## src/rtl/lcs_pkg.sv

```systemverilog
// Shared constants, types and the best-match compare for the longest common substring unit.
package lcs_pkg;

    localparam int CELLS       = 256;
    localparam int CELL_IDX_W  = $clog2(CELLS);
    localparam int REF_CNT_W   = CELL_IDX_W + 1;
    localparam int LEN_W       = 9;
    localparam int START_W     = 16;
    localparam int QUERY_CNT_W = START_W + 1;
    localparam int BYTE_W      = 8;
    localparam int M_DATA_W    = 32;

    typedef enum logic {
        OP_LOAD  = 1'b0,
        OP_QUERY = 1'b1
    } opcode_t;

    typedef struct packed {
        logic [LEN_W-1:0]   len;
        logic [START_W-1:0] row;
    } best_t;

    // Control broadcast to every cell of the row.
    typedef struct packed {
        logic              step;
        logic              clear;
        logic [BYTE_W-1:0] qbyte;
        logic [START_W-1:0] row;
        logic              ref_clr;
        logic [BYTE_W-1:0] wdata;
    } cell_ctrl_t;

    // A longer run wins; of equal runs the one from the earlier query row wins.
    function automatic best_t best_of(best_t a, best_t b);
        best_t r;
        r = a;
        if (b.len > a.len) begin
            r = b;
        end else if ((b.len == a.len) && (b.row < a.row)) begin
            r = b;
        end
        return r;
    endfunction

endpackage

```

## src/rtl/lcs_cell.sv

```systemverilog
// One reference position: its byte, its diagonal run, its own best run and one reduction stage.
module lcs_cell import lcs_pkg::*; (
    input  logic                 aclk,
    input  logic                 aresetn,
    input  cell_ctrl_t           ctrl,
    input  logic                 wr_sel,
    input  logic [LEN_W-1:0]     left_run,
    input  best_t                chain_in,
    output logic [LEN_W-1:0]     run_out,
    output best_t                chain_out
);

    logic [BYTE_W-1:0] ref_byte_reg;
    logic              active_reg;
    logic              active_next;
    logic [LEN_W-1:0]  run_reg;
    logic [LEN_W-1:0]  run_next;
    best_t             best_reg;
    best_t             best_next;
    best_t             chain_reg;
    logic [LEN_W-1:0]  prev_run;
    best_t             best_base;
    logic              match;

    always_comb begin
        active_next = active_reg;
        if (ctrl.ref_clr) begin
            active_next = 1'b0;
        end
        if (wr_sel) begin
            active_next = 1'b1;
        end
    end

    // The left neighbor's run still holds the previous query row here.
    always_comb begin
        prev_run  = ctrl.clear ? '0 : left_run;
        best_base = ctrl.clear ? best_t'('0) : best_reg;
        match     = active_reg && (ref_byte_reg == ctrl.qbyte);
        run_next  = match ? LEN_W'(prev_run + LEN_W'(1)) : '0;
        best_next = best_base;
        if (run_next > best_base.len) begin
            best_next.len = run_next;
            best_next.row = ctrl.row;
        end
    end

    always_ff @(posedge aclk) begin
        if (wr_sel) begin
            ref_byte_reg <= ctrl.wdata;
        end
    end

    always_ff @(posedge aclk) begin
        if (!aresetn) begin
            active_reg <= 1'b0;
            run_reg    <= '0;
            best_reg   <= '0;
            chain_reg  <= '0;
        end else begin
            active_reg <= active_next;
            if (ctrl.step) begin
                run_reg  <= run_next;
                best_reg <= best_next;
            end
            chain_reg <= best_of(best_reg, chain_in);
        end
    end

    assign run_out   = run_reg;
    assign chain_out = chain_reg;

endmodule

```

## config.mk

```make
export PLATFORM = sky130hd
export DESIGN_NAME = lcs_cell
export DESIGN_NICKNAME = d
export VERILOG_FILES = /design/src/rtl/lcs_pkg.sv /design/src/rtl/lcs_cell.sv
export SDC_FILE = /design/constraint.sdc
export NUM_CORES = 1
export LEC_CHECK = 0
export BUFFER_PORTS_ARGS = -buffer_cell sky130_fd_sc_hd__buf_2
export CORE_ASPECT_RATIO = 0.9
export CORE_MARGIN = 2
export CORE_UTILIZATION = 45
export CTS_BUF_LIST = sky130_fd_sc_hd__clkbuf_16
export DETAILED_ROUTE_END_ITERATION = 8
export GPL_ROUTABILITY_DRIVEN = 0
export GPL_TIMING_DRIVEN = 1
export PLACE_DENSITY = 0.67
export SLEW_MARGIN = 20
export SYNTH_ARGS = -nofsm -noshare
export SYNTH_HDL_FRONTEND = slang
export SYNTH_SLANG_ARGS = --single-unit
```

## constraint.sdc

```tcl
create_clock -name aclk -period 7.6 [get_ports aclk]
set_clock_uncertainty 0.1 [all_clocks]
set_input_delay 0.76 -clock aclk [delete_from_list [all_inputs] [get_ports aclk]]
set_output_delay 0.76 -clock aclk [all_outputs]
set_load 0.1 [all_outputs]
```

; ---- After elaboration in Yosys (flattened, before gate mapping)
; Cells that the tools add are included.
; Widths: inputs -> output; s select.
[totals]
register_bits = 68
elab_cells = 26
[op_classes]
n_addsub = 1
order_cmp = 3
eq_ne = 2
muxes = 8
n_reduce_logical = 5
[op_table]
columns = op, n
row1 = $mux 25, 4
row2 = $gt 9x9->1, 2
row3 = $mux 9, 2
row4 = $lt 16x16->1, 1
row5 = $add 9x1->9 const B, 1
row6 = $eq 9x9->1, 1
row7 = $eq 8x8->1, 1
row8 = $reduce_bool 2->1, 2
row9 = $logic_and 1x1->1, 2
row10 = $mux 1, 2
row11 = $reduce_and 2->1, 1

; ---- Logic depth before layout (Yosys ltp)
; Gate-level depths: netlist of run 1.
[logic_depth]
word_depth = 6
depth_mapped = 13

; ---- Worst setup path before layout of run 1
; OpenSTA, ideal clock, no wires.
[synth_path]
path_kind = input port to flip-flop
startpoint = input port ctrl[32] (netlist name)
endpoint = register best_reg[16] (netlist name)
setup_time_ns = 0.117
arrival_ns = 2.873
required_time_ns = 7.383
setup_slack_ns = 4.510
cell_stages = 13
path_buffers = 1
path_cell_list = xnor2_1 > nand3_1 > nor3_1 > nand2_1 > nor2_1 > ha_1 > nand3_1 > o21bai_1 > a31oi_1 > nor3_1 > o21a_1 > buf_2 > a22o_1
[synth_between]
elab_chain_cells = 5
[synth_rtl]
columns = item, line_no
row1 = "start, declared", lcs_cell.sv:5  ; input cell_ctrl_t ctrl,
row2 = $eq 8x8->1, lcs_cell.sv:39  ; match = active_reg && (ref_byte_reg == ctrl.qbyte);
row3 = $logic_and 1x1->1, lcs_cell.sv:39
row4 = $mux 9, lcs_cell.sv:40  ; run_next = match ? LEN_W'(prev_run + LEN_W'(1)) : '0;
row5 = net run_next[4], lcs_cell.sv:17  ; logic [LEN_W-1:0] run_next;
row6 = $gt 9x9->1, lcs_cell.sv:42  ; if (run_next > best_base.len) begin
row7 = $mux 25, lcs_cell.sv:42
row8 = "end signal, assigned", lcs_cell.sv:64  ; best_reg <= best_next;
row9 = "end, declared", lcs_cell.sv:18  ; best_t best_reg;
; The timed path passes the listed nets, and every way through them passes these cells.
; A chain may end at the register's enable or synchronous reset.

; ---- Final worst setup path of run 1
[layout_path]
startpoint = input port ctrl[33] (netlist name)
endpoint = register best_reg[10] (netlist name)
[layout_between]
elab_chain_cells = 6
[layout_rtl]
columns = item, line_no
row1 = $mux 9 (*), lcs_cell.sv:37  ; prev_run = ctrl.clear ? '0 : left_run;
row2 = $add 9x1->9 (*), lcs_cell.sv:40
row3 = $mux 9 (*), lcs_cell.sv:40
row4 = net run_next[2], lcs_cell.sv:17
row5 = $gt 9x9->1 (*), lcs_cell.sv:42
row6 = $reduce_bool 2->1 (no source line), --
row7 = $reduce_and 2->1 (no source line), --
; The timed path passes the listed nets; every way through them passes the cells marked *. The select of a mux whose other input is x is not followed.

==> reports/qor.yml, run 1 <==
outcome: "finished clean"
syn_inst: 373
avgSynthCellArea_um2: 9.49
core_area_um2: 7580
clkTransAtPathRegs_ps: 60
finalNetCount: 581
routed_wl_um: 7940
p_leak_nw: 2.01
worstSetupStartpointType: "primary input"
num_io_pins: 106
cp.arrival_ps: 3860
cts_tree: "built"
hpwl_um: 5880
wire_per_inst_um: 13.8
syn_area_um2: 3540
path_cells: "buf_2 > nor2b_1 > ha_1 > xnor2_1 > nor4_1 > ha_1 > nand3_1 > o21bai_1 > a31oi_1 > nor3_1 > o21a_1 > a22o_1"
cap_viol_max_count: 0
cts_setup_buffers: 0
peakVddDrop_mv: 0.104
rsz0062_at_grt: "no"
cpPeakStageDelay_ps: 770
cts_made_buffers: 9
crit_path_max_fanout: 25
drive_gt1_share_pct: 26.0
ys.flop_type: "dfxtp_1"
slew_headroom_pct: 29.2
routed_via_density: 5.13
setup_viol: 0
grt_pass1_wl_um: 13000
grt_pass1_vias: 2738
instances_no_fill: 576
ys_seq_area_share_pct: 40.7
synth-edff-count: 8
globalRouteTotalUtil_pct: 18.9
cp_slowest_cell: "o21a_1"
yosys.area.top_type: "dfxtp_1"
yosys_warnings: 0
crit_path_end_kind: "register"
finalCritPeriodShare_pct: 48.5
ant_nets: 0
path_common_cell: "ha_1"
worstSetupPathType: "primary input to register"
clock_latency_ps: 330
synth_area_leaders: "dfxtp_1 (34%), ha_1 (12%), mux2i_1 (8.2%)"
finalSetupTns_ps: 0
final-hold-violation-count: 0
grt_overflow: 0
finalCriticalPeriod_ps: 3690
yosysTopAreaCellShare_pct: 33.9
ys_ff_latch: 68
worstPathRequired_ps: 7770
io_buffers: 105
grt_start_max_net_pins: 63
cts_resized: 0
dieArea_um2: 8590
cts-htree-levels: 3
nFillCells: 695
worst_slew_pin_slew_ps: 1060
vias: 2953
holdCritPathClass: "register to register"
synthToLayoutAreaGrowth_pct: 23.8
final_max_slew_viol_count: 0
ctsHoldBuffers: 0
root_buffer: "clkbuf_16"
powerDensity_nw_per_um2: 212
die_h_um: 88.1
clock.fmax_ghz: 0.271
die_w_um: 97.5
syn-num-nets: 479
antenna-diode-count: 0
place_inst: 560
cts_num_sinks: 68
clockBufferDepth: 2
initial_core_util_pct: 46.7
antenna_found_initial: 0
synth_cell_type_count: 36
drtPass1Iterations: 5
remaining_drc_errors: 0
synthArstFlopShare_pct: 0
num_rows: 30
power_mw: 0.927
drtIter0Drc: 118
[synth_stat cells, drive strengths merged (2+ instances only)]
master and instances:
mux2i 29, o41ai 2, a31oi 2, nor2b 16
nor2 8, nand2 66, and2 4, inv 28
o21a 2, xor2 5, edfxtp 8, nand4 9
xnor2 10, buf 8, o21bai 2, nor3 4
nand3 8, clkbuf 8, ha 34, a21oi 13
o21ai 5, dfxtp 60, nor4 2, nand2b 2
a22o 31
[stage by stage]
stage / area [um^2] / worst slack, ps / hold slack [ps] / utilization [%]
floorplan: 3540 / 4510 / 348 / -
global placement: 4090 / 3670 / 366 / 53.9
detailed placement: 4090 / 3540 / 369 / 53.9
CTS: 4380 / 3860 / 377 / 57.8
global route: 4380 / 3600 / 399 / 57.8
finish: 4380 / 3910 / 375 / 57.8
[layer usage]
metal / wire length [um] / vias to the layer above / track usage (%)
li1: - / 1504 / -
met1: 3740 / 1340 / 24.9
met2: 3540 / 102 / 30.4
met3: 595 / 7 / 6.07
met4: 71 / 0 / 4.92
met5: 0 / - / 0
[worst paths after layout]
| path | to | depth (start not counted) | from | slack (ps) |
|---|---|---|---|---|
| worst min register to register | chain_out[9] | 2 | best_reg[9] | 380 |
| worst min-delay path | chain_out[9] | 2 | best_reg[9] | 380 |
| worst max register to register | best_reg[10] | 12 | ref_byte_reg[6] | 4060 |
| worst max-delay path | best_reg[10] | 12 | ctrl[33] | 3910 |
[worst max-delay path: cells and delay by family]
| family | cells | cell delay, ps |
|---|---|---|
| AOI/OAI and AO/OA | 4 | 1270 |
| adders and majority gates | 2 | 620 |
| buffers and inverters | 1 | 150 |
| xor gates and xnor gates | 1 | 110 |
| and+or+nand+nor | 4 | 940 |
[kinds of logic (layout without fill, tap and decap cells)]
group | Yosys count | count (layout) | synth area share, %
simple gates | 120 | 120 | 15.7
mux | 29 | 29 | 8.20
xor+xnor | 15 | 15 | 3.71
buf+inv | 45 | 152 | 6.22
compound gates | 62 | 62 | 13.4
flops | 68 | 68 | 40.7
fa+ha+maj | 34 | 34 | 12.0
[where the power goes]
group          total [mW]  internal, mW  switching, mW
combinational       0.143        0.0421          0.100
clock               0.406         0.252          0.154
sequential          0.378         0.375        0.00309
[layout by cell type, fill, tap and decap left out, types with 2 or more instances in the layout]
cell type / netlist / final
buf_2: 3 / 105
nand2_1: 66 / 66
dfxtp_1: 60 / 60
ha_1: 34 / 34
a22o_1: 31 / 31
mux2i_1: 29 / 29
inv_1: 28 / 28
nor2b_1: 16 / 16
a21oi_1: 13 / 13
xnor2_1: 10 / 10
nand4_1: 9 / 9
clkbuf_16: 0 / 9
nand3_1: 8 / 8
edfxtp_1: 8 / 8
nor2_1: 8 / 7
xor2_1: 5 / 5
o21ai_0: 5 / 5
nor3_1: 4 / 4
and2_1: 4 / 4
clkinv_1: 1 / 2
nor4_1: 2 / 2
o21bai_1: 2 / 2
a31oi_1: 2 / 2
o21a_1: 2 / 2
nand2b_1: 2 / 2
buf_4: 2 / 2
[layout make-up]
type	instances	area, um^2	area share [%]
Tap cell	96	120	2.74
Timing Repair Buffer	107	541	12.3
Clock buffer	9	225	5.14
Inverter	29	109	2.48
Clock inverter	7	65.1	1.49
Multi-Input combinational cell	260	1880	42.9
Sequential cell	68	1440	32.9
(Power assumes the default switching activity.)
==> inputs of run 2 (changes only) <==
Clock period 7.6 ns to 3.4 ns, I/O delays scaled along.
==> run 2 against run 1 <==
- critical path depth is the same
- via count is essentially flat
- register-to-register slack lost 3700 ps
- clock-buffer cell count grew 1
- worst hold slack lost 290 ps
- first-iteration DRC count shrank 10%
- setup slack lost 3500 ps
- critical endpoint is now best_reg[12]
==> reports/qor.yml, run 2 (synthesis results as in run 1) <==
rsz0062_at_grt: "no"
drive_gt1_share_pct: 27.4
post_dp_cell_area_um2: 4160
routed_via_density: 5.05
powerDensity_nw_per_um2: 460
design_area_um2: 4450
grt_start_max_net_pins: 62
initial_core_util_pct: 46.7
crit_path_end_kind: "register"
die_w_um: 97.5
clockBufferDepth: 2
synthToLayoutAreaGrowth_pct: 25.7
setup_ws_ps: 403
utilization_pct: 58.7
worstSetupStartpointType: "register"
finalCritPeriodShare_pct: 88.2
root_buffer: "clkbuf_16"
layout_commonest_cell: "buf_2"
wire_per_inst_um: 13.5
remaining_drc_errors: 0
crit_path_max_fanout: 25
finalCriticalPeriod_ps: 3000
dieArea_um2: 8590
finalNetCount: 590
cp.arrival_ps: 3170
power_mw: 2.05
slew_headroom_pct: 60.7
layout_common_cells: "buf_2 (105), nand2_1 (66), dfxtp_1 (60)"
num_io_pins: 106
cts_tree: "built"
worstSetupPathType: "register to register"
cts_num_sinks: 68
globalRouteTotalUtil_pct: 18.5
drtPass1Iterations: 4
hpwl_um: 6030
antenna-diode-count: 0
routed_wl_um: 7890
num_rows: 30
cts_setup_buffers: 0
worst_slew_pin_slew_ps: 587
clock_latency_ps: 330
cts_made_buffers: 9
core_area_um2: 7580
final-hold-violation-count: 0
final_max_slew_viol_count: 0
place_ws_ps: -28.8
vias: 2952
grt_overflow: 0
io_buffers: 105
nFillCells: 682
holdCritPathClass: "primary input to register"
ant_nets: 0
antenna_found_initial: 0
cap_viol_max_count: 0
grt_pass1_vias: 2708
outcome: "finished clean"
cts-htree-levels: 3
p_leak_nw: 2.05
worstPathRequired_ps: 3570
grt_pass1_wl_um: 12600
peakVddDrop_mv: 0.240
die_h_um: 88.1
setup_viol: 0
drtIter0Drc: 106
clock.fmax_ghz: 0.334
clkTransAtPathRegs_ps: 60
-- run 2: layout make-up --
cell class                 count  area, um^2  share of cell area (%)
clock inverter                 6        36.3                   0.816
tap                           96         120                    2.70
timing repair buffer         116         608                    13.7
multi-input combinational    260        1880                    42.4
sequential                    68        1440                    32.4
inverter                      29         109                    2.45
clock buffer                  10         250                    5.62
-- run 2: where the power goes --
part	internal (mW)	switching, mW	leakage [nW]
clock	0.534	0.347	0.141
sequential	0.838	0.00688	0.567
combinational	0.0978	0.224	1.35
-- run 2: per-stage QoR --
step	hold slack (ps)	std cells	TNS [ps]
6_report	84.3	585	0
5_1_grt	71.8	585	0
4_1_cts	74.0	585	0
3_5_place_dp	368	569	-436
3_3_place_gp	366	569	0
2_1_floorplan	339	373	0
-- run 2: worst max-delay path, stage by stage, from the launching register on --
cell and delay, ps:
edfxtp_1 380, xnor2_1 160, nand3_1 150, nor3_1 270
nand2_1 160, nor2_1 240, ha_1 200, nand3_1 110
o21bai_1 170, a31oi_1 200, nor2_1 100, nor2_4 470
a22o_1 220
-- run 2: timing repair --
action | in CTS | in global routing
hold endpoints to repair | 0 | 0
resized for setup | 0 | 1
hold buffers | 0 | 0
endpoints found under the setup margin | 0 | 25
-- run 2: layer usage --
layer	wire length (um)	share of wire, %	vias up	GRT usage, %
li1	-	-	1526	-
met1	3820	48	1317	23.5
met2	3420	43	98	29.7
met3	564	7.1	11	6.78
met4	90	1.1	0	5.93
met5	0	0	-	0
-- run 2: path summary, 6_finish.rpt --
check / start / to / slack [ps] / cells after the start
max: ref_byte_reg[5] / best_reg[12] / 400 / 12
min: ctrl[6] / ref_byte_reg[6] / 80 / 1
max reg2reg: ref_byte_reg[5] / best_reg[12] / 400 / 12
min reg2reg: best_reg[4] / chain_out[4] / 370 / 2
==> inputs of run 3 (changes only) <==
Settings changed: ABC_AREA from default to 1, PLACE_DENSITY 0.67 to 0.66.
==> run 3 against run 2 <==
- global-route usage increased by 1.9 points
- utilization decreased by 2.2 points
- critical endpoint is now best_reg[8]
- non-clock buffer count decreased by 4
- sequential share of layout area decreased by 2.8 points
- clock-buffer cell count decreased by 1
- die area increased by 13%
- synthesized area increased by 14%
- critical path depth increased by 4
- final cell count increased by 35%
- cell area increased by 9.3%
- sequential power increased by 23%
- combinational power increased to 5.4 times the previous value
==> reports/qor.yml, run 3 <==
outcome: "finished clean"
io_buffers: 105
final_max_slew_viol_count: 0
worstPathRequired_ps: 3560
ys_seq_area_share_pct: 35.8
syn-num-nets: 673
synthToLayoutAreaGrowth_pct: 21.0
nFillCells: 830
ant_nets: 0
avgSynthCellArea_um2: 7.09
cap_viol_max_count: 0
hpwl_um: 7040
synth_cell_type_count: 33
remaining_drc_errors: 0
peakVddDrop_mv: 0.385
antenna-diode-count: 0
cp_slowest_cell: "edfxtp_1"
layout_commonest_cell: "nand2_1"
cpPeakStageDelay_ps: 380
synthArstFlopShare_pct: 0
grt_pass1_wl_um: 16100
rsz0062_at_grt: "no"
place_inst: 771
pwr-share-comb_pct: 48.2
ys.flop_type: "dfxtp_1"
finalCriticalPeriod_ps: 2950
routed_via_density: 4.85
reg2reg_to: "best_reg[8]"
cp.arrival_ps: 3100
die_w_um: 104
clock.fmax_ghz: 0.339
hp-start: "ctrl[3]"
path_common_cell: "nand3_1"
grt_start_max_net_pins: 51
syn_inst: 567
cts_tree: "built"
cts-htree-levels: 3
cts_made_buffers: 9
r2r-start: "ref_byte_reg[3]"
yosysTopAreaCellShare_pct: 29.9
holdCritPathClass: "primary input to register"
root_buffer: "clkbuf_16"
crit_path_end_kind: "register"
routed_wl_um: 9430
r2r_cells: 16
p_leak_nw: 2.41
slew_headroom_pct: 57.9
power_mw: 3.58
switching_share_pct: 46.8
die_h_um: 93.7
p_sw_mw: 1.68
synth-edff-count: 8
vias: 3820
drtIter0Drc: 151
cts_num_sinks: 68
synth.most_common_cell: "nand2_1"
yosys.area.top_type: "dfxtp_1"
final-hold-violation-count: 0
antenna_found_initial: 0
yosys_warnings: 0
powerDensity_nw_per_um2: 737
wire_per_inst_um: 12.0
clock_latency_ps: 330
layout_common_cells: "nand2_1 (136), buf_2 (105), inv_1 (69)"
drtPass1Iterations: 4
crit_path_max_fanout: 25
grt_overflow: 0
p_int_mw: 1.91
r2r_slack_ps: 450
worst_slew_pin_slew_ps: 631
synth_area_leaders: "dfxtp_1 (30%), nand2_1 (13%), ha_1 (11%)"
core_area_um2: 8610
p_seq_share_pct: 28.9
cts_setup_buffers: 0
instances_no_fill: 787
p_clk_share_pct: 22.9
utilization_pct: 56.5
setup_viol: 0
clockBufferDepth: 2
dieArea_um2: 9710
grt_pass1_vias: 3580
ctsHoldBuffers: 0
hold_depth: 1
finalNetCount: 769
drive_gt1_share_pct: 24.1
num_rows: 32
holdPathEnd: "ref_byte_reg[3]"
globalRouteTotalUtil_pct: 20.4
worstSetupStartpointType: "register"
hold_slack_ps: 85.6
syn_area_um2: 4020
ys_ff_latch: 68
finalCritPeriodShare_pct: 86.6
num_io_pins: 106
initial_core_util_pct: 46.7
cts_resized: 0
path_cells: "nand2_1 > nand2_1 > nor2_1 > nand3_1 > nor2_4 > nand3_1 > inv_1 > ha_1 > nand2_1 > nor2_2 > nand3b_1 > nand3_1 > nand2_2 > inv_2 > nand3_1 > a21oi_2"
clkTransAtPathRegs_ps: 50
finalSetupTns_ps: 0
worstSetupPathType: "register to register"
yosys-top-cells-count: "nand2_1 (136), inv_1 (69), a21oi_1 (64), nand3_1 (61), dfxtp_1 (60)"
[run 3: cell count changes after synthesis, sizes merged, moves of 4 or more]
| cell | previous run | this run |
|---|---|---|
| a22o | 31 | 0 |
| buf | 8 | 16 |
| nor2 | 8 | 49 |
| and2 | 4 | 0 |
| nor2b | 16 | 0 |
| nand4 | 9 | 2 |
| xnor2 | 10 | 3 |
| a21oi | 13 | 75 |
| nand3 | 8 | 62 |
| o21ai | 5 | 12 |
| mux2i | 29 | 0 |
| inv | 28 | 72 |
| nand2 | 66 | 151 |
[run 3: worst max-delay path by stage]
| stage | end | startpoint | cells past startpoint |
|---|---|---|---|
| 6_report | best_reg[8] | ref_byte_reg[3] | 16 |
| 5_1_grt | best_reg[16] | ref_byte_reg[6] | 17 |
| 4_1_cts | best_reg[8] | ctrl[33] | 19 |
| 3_5_place_dp | best_reg[8] | ctrl[33] | 19 |
| 3_3_place_gp | best_reg[9] | ctrl[33] | 19 |
| 2_1_floorplan | best_reg[10] | ctrl[33] | 22 |
[run 3: stage by stage]
stage	cell area (um^2)	setup slack [ps]
after floorplan	4020	594
after global placement	4610	240
after detailed placement	4610	125
after CTS	4860	460
after global routing	4860	152
final	4860	454
[run 3: worst max-delay path, delay by kind of cell, from the launching register on]
kind / cells / cell delay, ps
AO/OA/AOI/OAI: 1 / 160
buffers and inverters: 2 / 480
flip-flops: 1 / 380
AND/OR/NAND/NOR: 12 / 1590
adder cells (fa/ha/maj): 1 / 160
[run 3: final cells by class]
| class | count | area (um^2) | share of cell area, % |
|---|---|---|---|
| inverters | 73 | 277 | 5.68 |
| multi-input cells | 399 | 2160 | 44.4 |
| repair buffers | 112 | 578 | 11.9 |
| clock inverters | 7 | 33.8 | 0.694 |
| clock buffers | 9 | 225 | 4.63 |
| flip-flops and latches | 68 | 1440 | 29.6 |
| well taps | 119 | 149 | 3.06 |
[run 3: metal layers]
metal | GRT usage (%) | routed length, um
met1 | 26.8 | 4630
met3 | 4.65 | 477
met5 | 0 | 0
met4 | 6.98 | 144
met2 | 33.3 | 4180
[run 3: kinds of logic after synthesis]
logic type	after synthesis	synth area share [%]
and+or+nand+nor	270	29.6
buffers and inverters	100	10.4
AOI/OAI and AO/OA	89	12.2
DFF	68	35.8
adders and majority gates	34	10.6
xor gates and xnor gates	6	1.31
[run 3: power groups by stage]
stage / Clock (mW) / Combinational, mW / Sequential, mW
2_1_floorplan: 0 / 0.963 / 1.57
3_3_place_gp: 0 / 1.70 / 1.05
3_5_place_dp: 0 / 1.72 / 1.05
4_1_cts: 0.831 / 1.73 / 1.04
5_1_grt: 0.869 / 1.92 / 1.05
6_report: 0.819 / 1.73 / 1.04
